<file path="config.mk">
export PLATFORM = sky130hd
export DESIGN_NAME = script_token_lexer
export DESIGN_NICKNAME = d
export VERILOG_FILES = /design/src/hw/rtl/stl_pkg.sv /design/src/hw/rtl/script_token_lexer.sv /design/src/hw/rtl/stl_core.sv
export SDC_FILE = /design/constraint.sdc
export NUM_CORES = 1
export LEC_CHECK = 0
export ABC_AREA = 1
export BUFFER_PORTS_ARGS = -buffer_cell sky130_fd_sc_hd__buf_4
export CAP_MARGIN = 25
export CORE_UTILIZATION = 65
export DETAILED_ROUTE_END_ITERATION = 6
export GPL_TIMING_DRIVEN = 0
export PLACE_DENSITY_LB_ADDON = 0.05
export SLEW_MARGIN = 20
export SYNTH_ARGS = -nofsm -noshare
export SYNTH_HDL_FRONTEND = slang
export SYNTH_SLANG_ARGS = --single-unit
</file>
<file path="constraint.sdc">
create_clock -name i_clk -period 12.5 [get_ports i_clk]
set_input_delay 1.875 -clock i_clk [delete_from_list [all_inputs] [get_ports i_clk]]
set_output_delay 1.875 -clock i_clk [all_outputs]
set_load 0.005 [all_outputs]
</file>
<file path="src/hw/rtl/stl_pkg.sv">
// Shared types and constants for the script token lexer.
// No dependencies.
package stl_pkg;

    // Result kinds
    typedef enum logic [1:0] {
        KIND_BYTE = 2'd0,
        KIND_DONE = 2'd1,
        KIND_END  = 2'd2
    } t_kind;

    // One result transaction
    typedef struct packed {
        t_kind       kind;
        logic [7:0]  char_out;
        logic [8:0]  token_length;
        logic        overflow;
        logic [15:0] line_number;
        logic [15:0] column_number;
    } t_result;

    // Per-token flags
    typedef struct packed {
        logic in_comment;
        logic in_string;
        logic have_token;
        logic tok_over;
    } t_flags;

    localparam t_flags FLAGS_CLEAR = '{default: 1'b0};

    localparam logic [7:0] CH_SLASH   = 8'h2F;
    localparam logic [7:0] CH_QUOTE   = 8'h22;
    localparam logic [7:0] CH_SPACE   = 8'h20;
    localparam logic [7:0] CH_NL      = 8'h0A;
    localparam logic [7:0] CH_LC_A    = 8'h61;
    localparam logic [7:0] CH_LC_Z    = 8'h7A;
    localparam logic [7:0] CASE_DELTA = 8'h20;

    localparam int unsigned FIFO_DEPTH = 4;

endpackage

</file>
<file path="src/hw/rtl/script_token_lexer.sv">
// Script token lexer: one script byte per input transaction, token results out.
// An accepted byte's results are registered into the result queue.
// Throughput: one byte per cycle while the queue has room for two results; such a byte fills two entries.
// A four-entry result queue lets input continue while results wait to be taken.
// Reset (i_rst_n low, synchronous): line/column to 1, token state and queue cleared,
// force_upper to 0. Depends on stl_pkg and stl_core.
module script_token_lexer import stl_pkg::*; #(
    parameter int unsigned TOKEN_CAPACITY = 256,
    parameter int unsigned POSITION_BITS  = 16
) (
    input  logic        i_clk,
    input  logic        i_rst_n,
    // configuration
    input  logic        i_cfg_we,
    input  logic        i_cfg_data,
    // byte input
    input  logic        i_valid,
    output logic        o_ready,
    input  logic [7:0]  i_byte_in,
    input  logic        i_last_byte,
    // result output
    output logic        o_valid,
    input  logic        i_ready,
    output logic [1:0]  o_kind,
    output logic [7:0]  o_char_out,
    output logic [8:0]  o_token_length,
    output logic        o_overflow,
    output logic [15:0] o_line_number,
    output logic [15:0] o_column_number
);

    // Token counter has to hold the capacity value itself.
    localparam int unsigned CNT_W = $clog2(TOKEN_CAPACITY + 1);
    localparam int unsigned PTR_W = $clog2(FIFO_DEPTH);
    localparam int unsigned QCNT_W = $clog2(FIFO_DEPTH + 1);
    localparam logic [QCNT_W-1:0] Q_FULL  = QCNT_W'(FIFO_DEPTH);
    // Input is taken only when room remains for the worst case of two results.
    localparam logic [QCNT_W-1:0] Q_ROOM2 = QCNT_W'(FIFO_DEPTH - 2);
    localparam logic [POSITION_BITS-1:0] POS_ONE = POSITION_BITS'(1);

    // Architectural state
    logic                     r_force_upper;
    t_flags                   r_flags,  n_flags;
    logic [CNT_W-1:0]         r_count,  n_count;
    logic [POSITION_BITS-1:0] r_line,   n_line;
    logic [POSITION_BITS-1:0] r_col,    n_col;

    // Result queue
    t_result                  r_q [FIFO_DEPTH];
    logic [PTR_W-1:0]         r_wr_ptr;
    logic [PTR_W-1:0]         r_rd_ptr;
    logic [QCNT_W-1:0]        r_qcnt;

    logic                     in_xact;
    logic                     out_xact;
    logic [1:0]               num_res;
    logic [1:0]               push_n;
    t_result                  res0, res1, head;

    assign in_xact  = i_valid && o_ready;
    assign out_xact = o_valid && i_ready;
    assign o_ready  = (r_qcnt <= Q_ROOM2);
    assign o_valid  = (r_qcnt != '0);
    assign push_n   = in_xact ? num_res : 2'd0;

    // Whole per-byte decision happens here, straight off the input port.
    stl_core #(
        .TOKEN_CAPACITY (TOKEN_CAPACITY),
        .POSITION_BITS  (POSITION_BITS),
        .CNT_W          (CNT_W)
    ) u_core (
        .i_byte        (i_byte_in),
        .i_last        (i_last_byte),
        .i_force_upper (r_force_upper),
        .i_flags       (r_flags),
        .i_count       (r_count),
        .i_line        (r_line),
        .i_col         (r_col),
        .o_flags       (n_flags),
        .o_count       (n_count),
        .o_line        (n_line),
        .o_col         (n_col),
        .o_num         (num_res),
        .o_res0        (res0),
        .o_res1        (res1)
    );

    // Config register and lexer state
    always_ff @(posedge i_clk) begin
        if (!i_rst_n) begin
            r_force_upper <= 1'b0;
            r_flags       <= FLAGS_CLEAR;
            r_count       <= '0;
            r_line        <= POS_ONE;
            r_col         <= POS_ONE;
        end else begin
            if (i_cfg_we) begin
                r_force_upper <= i_cfg_data;
            end
            if (in_xact) begin
                r_flags <= n_flags;
                r_count <= n_count;
                r_line  <= n_line;
                r_col   <= n_col;
            end
        end
    end

    // Queue storage: payload only, no reset
    always_ff @(posedge i_clk) begin
        if (push_n != 2'd0) begin
            r_q[r_wr_ptr] <= res0;
        end
        if (push_n == 2'd2) begin
            r_q[r_wr_ptr + PTR_W'(1)] <= res1;
        end
    end

    // Queue pointers
    always_ff @(posedge i_clk) begin
        if (!i_rst_n) begin
            r_wr_ptr <= '0;
            r_rd_ptr <= '0;
            r_qcnt   <= '0;
        end else begin
            r_wr_ptr <= r_wr_ptr + PTR_W'(push_n);
            if (out_xact) begin
                r_rd_ptr <= r_rd_ptr + PTR_W'(1);
            end
            r_qcnt <= r_qcnt + QCNT_W'(push_n) - QCNT_W'(out_xact);
        end
    end

    assign head            = r_q[r_rd_ptr];
    assign o_kind          = head.kind;
    assign o_char_out      = head.char_out;
    assign o_token_length  = head.token_length;
    assign o_overflow      = head.overflow;
    assign o_line_number   = head.line_number;
    assign o_column_number = head.column_number;

    // Checks
    a_q_bound: assert property (@(posedge i_clk) disable iff (!i_rst_n)
        r_qcnt <= Q_FULL)
        else $error("result queue count beyond depth");

    a_q_track: assert property (@(posedge i_clk) disable iff (!i_rst_n)
        in_xact |=> r_qcnt == $past(r_qcnt) + QCNT_W'($past(num_res))
                              - QCNT_W'($past(out_xact)))
        else $error("queue count lost track of pushed results");

    a_cnt_cap: assert property (@(posedge i_clk) disable iff (!i_rst_n)
        r_count <= CNT_W'(TOKEN_CAPACITY))
        else $error("token count exceeds capacity");

    a_pos_nz: assert property (@(posedge i_clk) disable iff (!i_rst_n)
        r_line != '0 && r_col != '0)
        else $error("line or column reached zero");

endmodule

</file>
<file path="src/hw/rtl/stl_core.sv">
// Per-byte lexer step: next state and up to two results, pure combinational.
// Depends on stl_pkg.
module stl_core import stl_pkg::*; #(
    parameter int unsigned TOKEN_CAPACITY = 256,
    parameter int unsigned POSITION_BITS  = 16,
    parameter int unsigned CNT_W          = 9
) (
    input  logic [7:0]               i_byte,
    input  logic                     i_last,
    input  logic                     i_force_upper,
    input  t_flags                   i_flags,
    input  logic [CNT_W-1:0]         i_count,
    input  logic [POSITION_BITS-1:0] i_line,
    input  logic [POSITION_BITS-1:0] i_col,
    output t_flags                   o_flags,
    output logic [CNT_W-1:0]         o_count,
    output logic [POSITION_BITS-1:0] o_line,
    output logic [POSITION_BITS-1:0] o_col,
    output logic [1:0]               o_num,
    output t_result                  o_res0,
    output t_result                  o_res1
);

    localparam logic [POSITION_BITS-1:0] POS_MAX = {POSITION_BITS{1'b1}};
    localparam logic [POSITION_BITS-1:0] POS_ONE = POSITION_BITS'(1);
    localparam logic [CNT_W-1:0]         CAP     = CNT_W'(TOKEN_CAPACITY);

    function automatic t_result make_res(
        input t_kind                     kd,
        input logic [7:0]                ch,
        input logic [CNT_W-1:0]          cnt,
        input logic                      ov,
        input logic [POSITION_BITS-1:0]  ln,
        input logic [POSITION_BITS-1:0]  cl
    );
        t_result r;
        r.kind          = kd;
        r.char_out      = ch;
        r.token_length  = 9'(cnt);
        r.overflow      = ov;
        r.line_number   = 16'(ln);
        r.column_number = 16'(cl);
        return r;
    endfunction

    t_flags                   f;
    logic [CNT_W-1:0]         cnt;
    logic [POSITION_BITS-1:0] ln;
    logic [POSITION_BITS-1:0] cl;
    logic [1:0]               k;
    logic                     skip;
    logic                     done;
    logic                     acc;
    logic                     up;
    logic [7:0]               ch;
    t_result                  res;

    always_comb begin
        f      = i_flags;
        cnt    = i_count;
        ln     = i_line;
        cl     = i_col;
        k      = 2'd0;
        skip   = 1'b0;
        done   = 1'b0;
        acc    = 1'b0;
        up     = 1'b0;
        ch     = i_byte;
        res    = '0;
        o_res0 = '0;
        o_res1 = '0;

        if (cl != POS_MAX) begin
            cl = cl + POS_ONE;
        end
        if (i_byte == CH_SLASH) begin
            f.in_comment = 1'b1;
        end

        if (!f.in_comment) begin
            if (i_byte == CH_QUOTE && !f.in_string) begin
                f.in_string = 1'b1;   // opening quote is swallowed
                skip        = 1'b1;
            end else if (i_byte == CH_QUOTE && f.have_token) begin
                done = 1'b1;          // closing quote
            end else if (!f.in_string) begin
                if (i_byte > CH_SPACE) begin
                    f.have_token = 1'b1;
                    acc          = 1'b1;
                    up           = 1'b1;
                end else if (f.have_token) begin
                    done = 1'b1;      // whitespace ends the token
                end
            end else if (i_byte >= CH_SPACE) begin
                f.have_token = 1'b1;
                acc          = 1'b1;
                up           = 1'b1;
            end
        end

        if (done) begin
            o_res0 = make_res(KIND_DONE, 8'h00, cnt, f.tok_over, ln, cl);
            k      = 2'd1;
            f      = FLAGS_CLEAR;
            cnt    = '0;
        end

        // newline bookkeeping, skipped when the newline closed a token
        if (!done && !skip && i_byte == CH_NL) begin
            if (ln != POS_MAX) begin
                ln = ln + POS_ONE;
            end
            cl           = POS_ONE;
            f.in_comment = 1'b0;
            if (f.in_string) begin
                acc = 1'b1;           // kept as is, never upper-cased
                up  = 1'b0;
            end
        end

        if (acc) begin
            if (up && i_force_upper && ch >= CH_LC_A && ch <= CH_LC_Z) begin
                ch = ch - CASE_DELTA;
            end
            if (cnt >= CAP) begin
                f.tok_over = 1'b1;
                ch         = 8'h00;
            end else begin
                cnt = cnt + CNT_W'(1);
            end
            o_res0 = make_res(KIND_BYTE, ch, cnt, f.tok_over, ln, cl);
            k      = 2'd1;
        end

        if (i_last) begin
            res = make_res(KIND_END, 8'h00, cnt, f.tok_over, ln, cl);
            if (k == 2'd0) begin
                o_res0 = res;
            end else begin
                o_res1 = res;
            end
            k   = k + 2'd1;
            f   = FLAGS_CLEAR;
            cnt = '0;
            ln  = POS_ONE;
            cl  = POS_ONE;
        end

        o_flags = f;
        o_count = cnt;
        o_line  = ln;
        o_col   = cl;
        o_num   = k;
    end

endmodule

</file>
==> impl_metrics.ini <==
[run]
cap_violations = 0

[global_route]
grt_overflow = 0
grt_pass1_vias = 12100
grt_pass1_wl_um = 66900
gr-usage-all-layers_pct = 40.6
grt_max_degree = 45
antenna_found_initial = 0

[critical_path]
cpPeakStageDelay_ns = 0.89
crit_type = input pin to register
worstPathMaxFanout = 44
worstSetupStartpoint = i_byte_in[6]
r2r-start = r_flags[2]
ff2ff_path_depth = 17
cp_num_cells = 24
endpoint_kind = register
reg2reg_slack_ns = 8.08
required_ns = 12.94
start_kind = input pin
cp_num_buf_inv = 7
cp-endpoint = r_q[1][47]
path_cells = buf_4, inv_2, ha_1, nand2_1, nor2_1, nand2_1, nand2_1, nand2_1, nand2_2, nand2_2, nand3b_2, nand2_4, nor2_8, inv_4, buf_2, ha_1, inv_1, nor2_4, nor2_2, nor3_1, inv_2, nand2_4, inv_2, a22o_1
crit_arrival_ns = 6.32
timing.rr.end = r_q[1][47]
cp_top_family = simple AND/OR/NAND/NOR gates
critPathMostFrequentCell = nand2_1
crit_path_top_delay_cell = nor3_1

[finish]
synthToLayoutAreaGrowth_pct = 13.5
drive_above_1_share_pct = 13.4
nets = 1725
diodes = 0

[sta]
finalHoldViolations = 0
max_freq_mhz = 170
tightest_slew_ns = 1.17
setup_viol = 0
setup-tns-final_ns = 0
clock_skew_ns = 0.0185
hold-worst-slack_ns = 0.453
finalCritPeriodShare_pct = 47.1
fin_crit_ns = 5.88
maxSlewViolCount = 0
relSlewSlack_pct = 21.5
grt_setup_unrepaired = false

[die]
dieWidth_um = 147
rows = 52
die-area_um2 = 21500
io_pins = 69
core_um2 = 20400
die_h_um = 147
start_util_pct = 66.8

[logic_synthesis]
syn_area_um2 = 13600
yosysTopAreaCellShare_pct = 38.0
synthCells = 1602
ys_ff_latch = 263
synth_area_leaders = edfxtp_1, dfxtp_1, nand2_1
synth_ff_type = edfxtp_1
seq_area_frac_synth_pct = 51.4
ys_types = 45
synth_nets = 1628
synth_common_cells = nand2_1, o21ai_0, edfxtp_1
synth-edff-count = 172
synth_most_common_cell = nand2_1
synth_top_cell_by_area = edfxtp_1
avgSynthCellArea_um2 = 8.49
ys_warn_count = 0
async_flop_share_pct = 0

[clock_tree]
cts_tree = yes
post_cts_resized = 0
clkSinkCount = 263
cts_max_level = 1
numCtsBuffers = 28
cts_setup_buffers = 0
postCtsHoldBufs = 0
clkLatencyLatePin_ns = 0.56
clock_path_buffers = 3
clockRootBuffer = clkbuf_16
clk_pin_slew_worst_paths_ns = 0.06

[power]
powerDensity_nw_per_um2 = 172
fin_total_pwr_mw = 2.66
ir_worst_vdd_v = 0.000147
p_leak_nw = 5.65

[worst_hold_path]
hold_class = register to register

[place]
io_buffer_count = 67
gp_congestion = 0.991
dpl.hpwl_um = 29000

[detailed_routing]
routed_via_density = 6.51
drtIter0Drc = 2002
vias = 13000
wl_um = 43700
avgRoutedWirePerCell_um = 22.0
dr.pass1.iters = 6
detail-route-antenna-nets = 0
drc_errors = 0

[status]
status = finished, final reports clean
==> cells in the final DEF, fill, tap and decap left out, types with 19 or more instances in the layout <==
| cell type | Yosys | routed |
|---|---|---|
| xor2_1 | 19 | 19 |
| edfxtp_1 | 172 | 172 |
| nor2_1 | 155 | 155 |
| nand2_1 | 345 | 341 |
| o21ai_2 | 22 | 22 |
| clkbuf_1 | 82 | 86 |
| dfxtp_1 | 91 | 91 |
| inv_1 | 82 | 82 |
| clkbuf_16 | 0 | 29 |
| o21ai_1 | 20 | 20 |
| inv_2 | 19 | 19 |
| o22ai_1 | 154 | 154 |
| buf_4 | 1 | 68 |
| o21ai_0 | 194 | 194 |
| a21oi_1 | 62 | 62 |
| nand2_2 | 23 | 23 |
| nand3_1 | 43 | 43 |
==> logic make-up (layout without fill, tap and decap cells) <==
kind of cell               Yosys count  after routing  share of synthesized area, %
AOI/OAI and AO/OA                  474            474                          20.0
xor gates and xnor gates            24             24                          1.60
adders and majority gates           11             11                          1.07
buffers and inverters              203            321                          5.96
DFF                                263            263                          51.4
and+or+nand+nor                    627            627                          20.0
==> final cells by class <==
cell class | instances | area (um2)
flip-flops and latches | 263 | 6990
inverters | 104 | 395
plain buffers | 99 | 415
clock inverters | 14 | 173
well taps | 270 | 338
repair buffers | 67 | 503
multi-input cells | 1136 | 5830
fillers | 1493 | 4930
clock buffers | 37 | 796
==> worst min path at each step <==
stage                     startpoint         end  cells past startpoint
after detailed placement  r_q[1][43]  r_q[1][43]                      2
after CTS                 r_q[1][43]  r_q[1][43]                      2
after global placement    r_q[2][44]  r_q[2][44]                      2
after floorplan           r_q[1][42]  r_q[1][42]                      2
after global routing       r_col[15]   r_col[15]                      2
final                     r_q[1][44]  r_q[1][44]                      2
==> sequential cells by signal, summed over array words and instances, names as in the netlist, named ones only <==
register,cells
r_q,208
r_count,9
r_qcnt,3
r_line,16
r_col,16
r_rd_ptr,2
r_flags,4
r_force_upper,1
r_wr_ptr,2
==> through the flow <==
stage	worst slack [ns]	cells	cell area, um2	utilization, %
global route	6.45	1990	15400	75.8
finish	6.62	1990	15400	75.8
floorplan	6.84	1602	13600	-
global placement	5.03	1939	14400	70.9
CTS	6.80	1990	15400	75.8
detailed placement	6.26	1939	14500	71.0
==> worst min-delay path, delay by kind of cell (launching register included) <==
family,cells,cell delay (ns)
DFF,1,0.32
AOI/OAI and AO/OA,1,0.06
and+or+nand+nor,1,0.05
==> layer usage <==
layer,GRT usage [%],vias to the layer above,wire (um)
li1,-,5812,-
met1,54.3,5944,16100
met2,63.3,1013,19500
met3,9.84,195,6180
met4,17.0,0,1950
met5,0,-,0
==> where the power goes <==
part / switching [mW] / internal, mW
Clock: 0.358 / 0.528
Combinational: 0.438 / 0.239
Sequential: 0.0517 / 1.05
Total: 0.847 / 1.82
Note: power is estimated with default switching activity, not from simulation.
